===== config.mk =====
export PLATFORM = sky130hd
export DESIGN_NAME = dynamic_priority_ready_queue
export DESIGN_NICKNAME = d
export VERILOG_FILES = /design/src/rtl/dprq_pkg.sv /design/src/rtl/dprq_slots.sv /design/src/rtl/dynamic_priority_ready_queue.sv
export SDC_FILE = /design/constraint.sdc
export NUM_CORES = 1
export LEC_CHECK = 0
export ABC_AREA = 1
export CAP_MARGIN = 10
export CORE_ASPECT_RATIO = 0.8
export CORE_MARGIN = 10
export CORE_UTILIZATION = 64
export DETAILED_ROUTE_END_ITERATION = 7
export DONT_BUFFER_PORTS = 1
export PLACE_DENSITY = 0.8
export SKIP_LAST_GASP = 1
export SLEW_MARGIN = 25
export SYNTH_ARGS = -nofsm -noshare
export SYNTH_HDL_FRONTEND = slang
export SYNTH_SLANG_ARGS = --single-unit

===== constraint.sdc =====
create_clock -name clk -period 8.4 [get_ports clk]
set_clock_uncertainty 0.1 [all_clocks]
set_input_delay 0.84 -clock clk [delete_from_list [all_inputs] [get_ports clk]]
set_output_delay 0.84 -clock clk [all_outputs]
set_load 0.02 [all_outputs]

===== src/rtl/dprq_pkg.sv =====
// ----------------------------------------------------------------------------
// dprq_pkg
// Shared types and constants for the dynamic priority ready queue: request and
// result structs, slot entry, slot store commands and sequencer states.
// ----------------------------------------------------------------------------
`default_nettype none

package dprq_pkg;

	// queue geometry
	localparam int QUEUE_DEPTH = 8;
	localparam int IDX_W       = (QUEUE_DEPTH > 1) ? $clog2(QUEUE_DEPTH) : 1;
	localparam int CNT_W       = $clog2(QUEUE_DEPTH + 1);
	localparam int ID_W        = 8;
	localparam int PRI_W       = 8;
	localparam int RUN_W       = 16;
	localparam int ID_SPACE    = 1 << ID_W;

	// request kinds
	localparam logic KIND_CREATE = 1'b0;
	localparam logic KIND_TICK   = 1'b1;

	// result status codes
	localparam logic [2:0] STAT_CREATED   = 3'd0;
	localparam logic [2:0] STAT_RAN       = 3'd1;
	localparam logic [2:0] STAT_DUPLICATE = 3'd2;
	localparam logic [2:0] STAT_ZERO_TIME = 3'd3;
	localparam logic [2:0] STAT_FULL      = 3'd4;
	localparam logic [2:0] STAT_EMPTY     = 3'd5;

	typedef struct packed {
		logic             kind;
		logic [ID_W-1:0]  task_id;
		logic [PRI_W-1:0] priority_req;
		logic [RUN_W-1:0] run_time;
	} in_item_t;

	typedef struct packed {
		logic [2:0]       status;
		logic [ID_W-1:0]  ran_id;
		logic [PRI_W-1:0] new_priority;
		logic [RUN_W-1:0] time_left;
		logic             finished;
		logic [3:0]       queue_count;
	} out_item_t;

	// one queued task
	typedef struct packed {
		logic [ID_W-1:0]  id;
		logic [PRI_W-1:0] pri;
		logic [RUN_W-1:0] run;
	} entry_t;

	// commands from the sequencer to the slot store
	typedef struct packed {
		logic             pop;
		logic             ins;
		logic [IDX_W-1:0] pos;
		entry_t           data;
	} slot_cmd_t;

	typedef enum logic [1:0] {
		ST_IDLE,
		ST_SCAN,
		ST_DONE
	} state_t;

endpackage

`default_nettype wire


===== src/rtl/dprq_slots.sv =====
// ----------------------------------------------------------------------------
// dprq_slots
// Sorted slot store: head in slot 0, pop shifts every entry forward, insert
// opens a gap at the given position. Also gives the priority at a scan index.
// ----------------------------------------------------------------------------
`default_nettype none

module dprq_slots
	import dprq_pkg::*;
(
	input  wire logic             clk,
	input  wire logic             arst_n,
	input  wire slot_cmd_t        cmd,
	input  wire logic [IDX_W-1:0] scan_idx,
	output      entry_t           head,
	output      logic [PRI_W-1:0] scan_pri,
	output      logic [CNT_W-1:0] count
);

	entry_t           slot_q [QUEUE_DEPTH];
	logic [CNT_W-1:0] count_q;

	// entry storage, no reset: only occupied slots are read
	always_ff @(posedge clk) begin
		for (int i = 0; i < QUEUE_DEPTH; i++) begin
			if (cmd.pop) begin
				if (i < QUEUE_DEPTH - 1) begin
					slot_q[i] <= slot_q[i + 1];
				end
			end else if (cmd.ins) begin
				if (IDX_W'(i) == cmd.pos) begin
					slot_q[i] <= cmd.data;
				end else if (IDX_W'(i) > cmd.pos) begin
					slot_q[i] <= slot_q[i - 1];
				end
			end
		end
	end

	// occupancy
	always_ff @(posedge clk or negedge arst_n) begin
		if (!arst_n) begin
			count_q <= '0;
		end else if (cmd.pop) begin
			count_q <= count_q - 1'b1;
		end else if (cmd.ins) begin
			count_q <= count_q + 1'b1;
		end
	end

	assign head     = slot_q[0];
	assign scan_pri = slot_q[scan_idx].pri;
	assign count    = count_q;

endmodule

`default_nettype wire


===== src/rtl/dynamic_priority_ready_queue.sv =====
// ----------------------------------------------------------------------------
// dynamic_priority_ready_queue
// Ready queue sorted by priority, highest first, with create and tick requests.
// ----------------------------------------------------------------------------
// A refused create, a tick on an empty queue or a tick whose task finishes goes
// straight from idle to done; an insert first walks the slots in order with the
// single priority comparator until it finds its place. The result register loads
// in done once the output is free, and a new request is taken only back in idle.
// Reset clears the queue occupancy, the seen-id map and the sequencer.
// ----------------------------------------------------------------------------
`default_nettype none

module dynamic_priority_ready_queue
	import dprq_pkg::*;
(
	input  wire logic      clk,
	input  wire logic      arst_n,
	input  wire logic      in_valid,
	output      logic      in_ready,
	input  wire in_item_t  in_item,
	output      logic      out_valid,
	input  wire logic      out_ready,
	output      out_item_t out_item
);

	state_t           state_q, state_d;
	logic [ID_SPACE-1:0] seen_q;
	logic [IDX_W-1:0] idx_q;
	logic             after_eq_q;
	entry_t           task_q;
	out_item_t        res_q;
	logic             out_valid_q;
	out_item_t        out_item_q;

	slot_cmd_t        cmd;
	entry_t           head;
	logic [PRI_W-1:0] scan_pri;
	logic [CNT_W-1:0] count;

	logic             accept;
	logic             is_full;
	logic             is_empty;
	logic             scan_hit;
	logic             scan_end;
	logic             scan_stop;
	logic             load_out;
	logic [PRI_W-1:0] hp_dec;
	logic [RUN_W-1:0] ht_dec;
	out_item_t        res_d;
	out_item_t        out_d;

	dprq_slots u_slots (
		.clk      (clk),
		.arst_n   (arst_n),
		.cmd      (cmd),
		.scan_idx (idx_q),
		.head     (head),
		.scan_pri (scan_pri),
		.count    (count)
	);

	// shared compare unit and decrements
	always_comb begin
		accept    = in_valid && in_ready;
		is_full   = (count == CNT_W'(QUEUE_DEPTH));
		is_empty  = (count == '0);
		scan_hit  = after_eq_q ? (task_q.pri > scan_pri) : (task_q.pri >= scan_pri);
		scan_end  = (CNT_W'(idx_q) == count);
		scan_stop = scan_end || scan_hit;
		hp_dec    = (head.pri != '0) ? head.pri - 1'b1 : head.pri;
		ht_dec    = (head.run != '0) ? head.run - 1'b1 : head.run;
		load_out  = (state_q == ST_DONE) && (!out_valid_q || out_ready);
	end

	// result fields of the accepted request and the outgoing result
	always_comb begin
		res_d = '0;
		if (in_item.kind == KIND_CREATE) begin
			if (is_full) begin
				res_d.status = STAT_FULL;
			end else if (seen_q[in_item.task_id]) begin
				res_d.status = STAT_DUPLICATE;
			end else if (in_item.run_time == '0) begin
				res_d.status = STAT_ZERO_TIME;
			end else begin
				res_d.status = STAT_CREATED;
			end
		end else if (is_empty) begin
			res_d.status = STAT_EMPTY;
		end else begin
			res_d.status       = STAT_RAN;
			res_d.ran_id       = head.id;
			res_d.new_priority = hp_dec;
			res_d.time_left    = ht_dec;
			res_d.finished     = (ht_dec == '0);
		end
		out_d             = res_q;
		out_d.queue_count = 4'(count);
	end

	// next state
	always_comb begin
		state_d = state_q;
		unique case (state_q)
			ST_IDLE: begin
				if (accept) begin
					if (in_item.kind == KIND_CREATE) begin
						if (!is_full && !seen_q[in_item.task_id] && in_item.run_time != '0) begin
							state_d = ST_SCAN;
						end else begin
							state_d = ST_DONE;
						end
					end else if (!is_empty && ht_dec != '0) begin
						state_d = ST_SCAN;
					end else begin
						state_d = ST_DONE;
					end
				end
			end
			ST_SCAN: begin
				if (scan_stop) begin
					state_d = ST_DONE;
				end
			end
			ST_DONE: begin
				if (load_out) begin
					state_d = ST_IDLE;
				end
			end
			default: state_d = ST_IDLE;
		endcase
	end

	// outputs of the sequencer
	always_comb begin
		in_ready = (state_q == ST_IDLE);
		cmd      = '0;
		cmd.pos  = idx_q;
		cmd.data = task_q;
		unique case (state_q)
			ST_IDLE: cmd.pop = accept && (in_item.kind == KIND_TICK) && !is_empty;
			ST_SCAN: cmd.ins = scan_stop;
			ST_DONE: cmd     = cmd;
			default: cmd     = cmd;
		endcase
	end

	// seen-id map
	always_ff @(posedge clk or negedge arst_n) begin
		if (!arst_n) begin
			seen_q <= '0;
		end else if (accept && in_item.kind == KIND_CREATE && !is_full) begin
			seen_q[in_item.task_id] <= 1'b1;
		end
	end

	// sequencer state and output valid
	always_ff @(posedge clk or negedge arst_n) begin
		if (!arst_n) begin
			state_q     <= ST_IDLE;
			out_valid_q <= 1'b0;
		end else begin
			state_q <= state_d;
			if (load_out) begin
				out_valid_q <= 1'b1;
			end else if (out_ready) begin
				out_valid_q <= 1'b0;
			end
		end
	end

	// working task, scan index and result fields
	always_ff @(posedge clk) begin
		if (accept) begin
			idx_q <= '0;
			res_q <= res_d;
			if (in_item.kind == KIND_CREATE) begin
				after_eq_q <= 1'b1;
				task_q.id  <= in_item.task_id;
				task_q.pri <= in_item.priority_req;
				task_q.run <= in_item.run_time;
			end else begin
				after_eq_q <= 1'b0;
				task_q.id  <= head.id;
				task_q.pri <= hp_dec;
				task_q.run <= ht_dec;
			end
		end else if (state_q == ST_SCAN && !scan_stop) begin
			idx_q <= idx_q + 1'b1;
		end
	end

	// result register
	always_ff @(posedge clk) begin
		if (load_out) begin
			out_item_q <= out_d;
		end
	end

	assign out_valid = out_valid_q;
	assign out_item  = out_item_q;

endmodule

`default_nettype wire


# Word level (Yosys, flattened, before mapping)
# Memories as Yosys holds them, arrays and structs flattened. A register that Yosys moved wholly into a read port is not among the register bits.
# Index checks and enable logic that the tools add are counted.
word_totals:
  ff_bits: 375
  ramBits: 256
  out_inout_bits: 42
  elab_cells: 218
  memories: 1
op_classes:
  n_addsub: 5
  n_lt_le_gt_ge: 12
  n_eq_ne: 14
  n_mux: 118
  n_bitwise: 17
  reduce_logical: 31
memory_table:
  columns: ["name", "words", "word_bits", "rd", "rd_ports_with_merged_regs", "write_ports", "line", "rtl"]
  rows:
  - ["u_slots.slot_q", 8, 32, 9, 1, 8, "dprq_slots.sv:20", "entry_t slot_q [QUEUE_DEPTH];"]
op_table:
  columns: ["operator", "n"]
  rows:
  - ["32-bit 2-to-1 mux", 16]
  - ["256-bit bitwise OR", 1]
  - ["1-bit 2-to-1 mux", 82]
  - ["16-bit nonzero test", 3]
  - ["16-bit logical NOT", 2]
  - ["16-bit 2-to-1 mux", 1]
  - ["2-bit 2-to-1 mux", 8]
  - ["16-bit by 1-bit subtractor with 16-bit output, second input constant", 1]
  - ["3-bit 2-to-1 mux", 5]
  - ["1-bit bitwise OR", 15]
  - ["3-bit == test, first input constant", 4]
  - ["3-bit > comparator, first input constant", 4]
  - ["1-bit logical AND", 11]
  - ["8-bit by 9-bit less-than comparator with 1-bit output, second input constant", 1]
  - ["1-bit binary-select mux with 8-bit select", 1]
  - ["1-bit demux with 8-bit select", 1]
  - ["8-bit by 1-bit greater-or-equal comparator with 1-bit output, second input constant", 1]
  - ["8-bit greater-or-equal comparator", 1]
  - ["8-bit > comparator", 1]
  - ["4-bit 2-to-1 mux", 2]
  - ["8-bit 2-to-1 mux", 1]
  - ["8-bit nonzero test", 1]
  - ["8-bit by 1-bit subtractor with 8-bit output, second input constant", 1]
  - ["2-bit by 3-bit == test with 1-bit output, first input constant", 2]
  - ["other kinds (22)", 31]

# Longest topological paths before layout
depth:
  depth_word: 9
  ltp_mapped: 22

# By module
# Synthesis repeated with hierarchy kept, for this count alone.
hier_totals:
  hier_cells: 3642
  area_unflattened_um2: 31092.3
by_module_without_submodules:
  columns: ["mod", "n_inst", "cells_each", "area_each_um2", "seq_area_each_um2"]
  rows:
  - ["dynamic_priority_ready_queue", 1, 1882, 16938.7, 9814.4]
  - ["dprq_slots", 1, 1760, 14153.6, 7787.5]

# Worst setup path after synthesis
# OpenSTA, ideal clock, no wires.
synth_timing:
  path_type: "register -> register"
  start: "register state_q[1]"
  end: "memory u_slots.slot_q[5][0] in the netlist's numbering (enable)"
  setup_time_ps: 466
  arrival_time_ps: 5728
  setup_slack_ps: 2106
  path_stages_with_launch: 8
  n_path_buf: 0
  cell_sequence: "dfrtp_1 -> nor2_1 -> inv_1 -> nor2_1 -> inv_1 -> nor2_1 -> inv_2 -> o21ai_0"
synth_lines:
  columns: ["element", "line", "rtl"]
  rows:
  - ["from (decl)", "dynamic_priority_ready_queue.sv:26", "state_t state_q, state_d;"]
  - ["from (signal assigned)", "dynamic_priority_ready_queue.sv:163", "state_q <= state_d;"]
  - ["to (decl)", "dprq_slots.sv:20", null]

==> flow_metrics.py <==
metrics = {
    "grt": {
        "grt_max_degree": 264,
        "antenna_found_initial": 2,
        "grt_pass1_vias": 24400,
        "grt_first_pass_wirelength_mm": 145,
        "grt_use_total_pct": 32.3,
        "grt-ovfl-total": 0,
    },
    "status": {
        "status": "finished, final reports clean",
    },
    "placed_design": {
        "portBuffers": 0,
        "gp_congestion": 0.922,
        "dp_hpwl_mm": 58.7,
        "pre_cts_ws_ns": 2.45,
    },
    "flow_run": {
        "maxCapViolCount": 0,
    },
    "cells_and_area": {
        "drive_gt1_share_pct": 5.01,
        "postLayoutCoreUtil_pct": 70.0,
        "fillCellCount": 3596,
        "nNetsFinal": 3400,
        "diodes": 0,
        "synthToLayoutAreaGrowth_pct": 7.36,
    },
    "detailed_routing": {
        "drt_iter0_markers": 4565,
        "via_count": 26000,
        "first_pass_iters": 6,
        "drcViolationCount": 0,
        "routedWlPerCell_um": 23.4,
        "wl_mm": 94.0,
        "vias_per_cell": 6.48,
        "antenna_left": 0,
    },
    "die": {
        "core_um2": 47300,
        "initial_core_util_pct": 65.2,
        "chipWidth_um": 265,
        "core.rowCount": 71,
        "pin_count": 79,
        "die-area_um2": 57500,
        "fp.dieH_um": 216,
    },
    "power": {
        "power.density_nw_per_um2": 356,
        "p_leak_nw": 14.4,
        "report.power.total_mw": 11.8,
        "vdd_drop_max_v": 0.000241,
    },
    "sta": {
        "finalSetupTns_ns": 0,
        "drv_slew": 0,
        "finalCritPeriodShare_pct": 73.4,
        "fin_crit_ns": 6.17,
        "hold_viol": 0,
        "relSlewSlack_pct": 21.0,
        "finalWorstSetupSlack_ns": 2.23,
        "grt_setup_unrepaired": "no",
        "setup_viol": 0,
        "max_freq_ghz": 0.162,
        "worst_pin_slew_ns": 1.17,
    },
    "clocking": {
        "cts_tree": "built",
        "cts-root-buf": "clkbuf_16",
        "clk_path_buf_depth": 3,
        "clock_sinks": 634,
        "cts_made_buffers": 59,
        "ctsResizeCount": 0,
        "cts_max_level": 2,
        "clk_pin_slew_worst_paths_ns": 0.06,
        "clk_latency_ns": 0.64,
        "post-cts-setup-buffers": 0,
        "cts_hold_buf": 1,
    },
    "synthesis": {
        "syn_nets": 3517,
        "postSynthAreaPerCell_um2": 8.92,
        "postSynthRegisterBits": 634,
        "synth_flop_cell": "edfxtp_1",
        "ys_async_sr_fraction_pct": 41.5,
        "netlist-cell-type-count": 48,
        "seq_area_frac_synth_pct": 57.2,
        "synth_edf_count": 365,
        "yosysWarnings": 0,
        "synth_area_um2": 30900,
        "syn-instance-count": 3461,
    },
    "worst_setup_path": {
        "worstPathMaxFanout": 70,
        "cp.arrival_ns": 6.32,
        "cp-start-kind": "register",
        "end_kind": "register",
        "critPathKind": "reg2reg",
        "cp_data_required_time_ns": 8.55,
    },
    "worst_hold_path": {
        "min_path_type": "in2async",
    },
}
==> stage by stage <==
step | cells | hold WS [ns] | area, um^2
after global routing | 4015 | 0.109 | 33100
after floorplan | 3461 | 0.300 | 30900
after CTS | 4014 | 0.288 | 33100
final | 4015 | 0.0542 | 33100
after global placement | 3899 | 0.300 | 30900
after detailed placement | 3901 | 0.305 | 30900
==> kinds of logic after synthesis <==
kind of cell,after synthesis,share of synthesized area (%)
compound gates,840,15.6
simple gates,1449,18.9
fa+ha+maj,19,0.795
flops,634,57.2
xor+xnor,22,0.624
buf+inv,497,6.93
==> power breakdown <==
part	internal (mW)	leakage (nW)	switching [mW]	total, mW
Combinational	0.943	6.75	2.49	3.43
Clock	1.70	1.02	1.24	2.94
Sequential	4.62	6.60	0.801	5.42
==> Yosys cell counts, types with 3 or more instances <==
cell type  instances  area, um^2
dfrtp_1          263        6580
o21bai_1         161        1210
inv_2              8        30.0
xor2_1            13         114
buf_2             73         365
or4_1              4        30.0
nand2_1          912        3420
o21ai_0          395        1980
nand4_1           10        62.6
a21oi_1           97         485
buf_1              9        33.8
o22ai_1            9        56.3
o211ai_1          14         105
dfxtp_1            6         120
nor3_1            37         185
a31oi_1           72         450
inv_1            272        1020
nor2_1           289        1080
buf_4             16         120
nand3_1          182         911
edfxtp_1         365       11000
clkbuf_2           3        15.0
buf_6             14         158
ha_1              18         225
clkbuf_1          99         372
o21ai_1           75         375
nand2_2            3        18.8
a22oi_1            8        60.1
xnor2_1            9        78.8
==> layout make-up <==
cell class	count	area [um^2]	area share [%]
clock buffers	68	1560	4.71
clock inverters	44	561	1.69
inverters	282	1060	3.21
multi-input cells	2330	11200	33.7
repair buffers	37	345	1.04
well taps	620	776	2.34
flip-flops and latches	634	17700	53.3
==> layer usage <==
| metal | part of all wire [%] | track usage, % | vias up | routed length, um |
|---|---|---|---|---|
| li1 | - | - | 11400 | - |
| met4 | 3.8 | 11.7 | 4 | 3530 |
| met1 | 39 | 46.9 | 12400 | 37000 |
| met5 | 0.029 | 0 | - | 27 |
| met2 | 42 | 46.1 | 1925 | 39500 |
| met3 | 15 | 8.63 | 278 | 13900 |
==> registers in the layout, indices dropped and copies added, names as in the netlist, named ones only <==
name,count
u_slots.slot_q,256
cmd,32
idx_q,3
seen_q,256
out_d,36
u_slots.count,4
out_item,40
state_q,2
out_valid,1
after_eq_q,1
==> critical path: stages, from the launching register on <==
cell and delay, ns:
dfxtp_1 0.73, inv_1 0.44, a21oi_1 0.22, o21ai_0 0.11, nand3_1 0.11, nand2_1 0.08, ha_1 0.31, nand4_1 0.11
nor3_1 0.26, inv_1 0.10, nor2_1 0.13, a31oi_2 0.05, nand2_1 0.15, nand2_4 0.37, inv_4 0.84, nand2_4 0.42
inv_2 0.40, nand2_2 0.10, nand3_2 0.69
==> cells in the final DEF, fill, tap and decap left out, types with 37 or more instances in the layout <==
master	n
a21oi_1	97
a31oi_1	72
clkbuf_16	59
dfrtp_1	263
edfxtp_1	365
inv_1	271
nand2_1	909
nand3_1	179
nor2_1	284
nor3_1	37
o21ai_0	393
o21ai_1	75
o21bai_1	161
==> path summary, 6_finish.rpt <==
check,from,to,slack (ns),cells after the start
setup / recovery,register,u_slots.slot_q[2][18],2.23,18
hold / removal,arst_n,seen_q[54],0.05,1
setup reg to reg,register,u_slots.slot_q[2][18],2.23,18
hold reg to reg,out_d[11],out_item[11],0.32,0
max in group asynchronous,arst_n,seen_q[152],7.02,2
min in group clk,in_item[23],cmd[23],0.31,2
No activity file was read; power rests on OpenSTA's default activity.
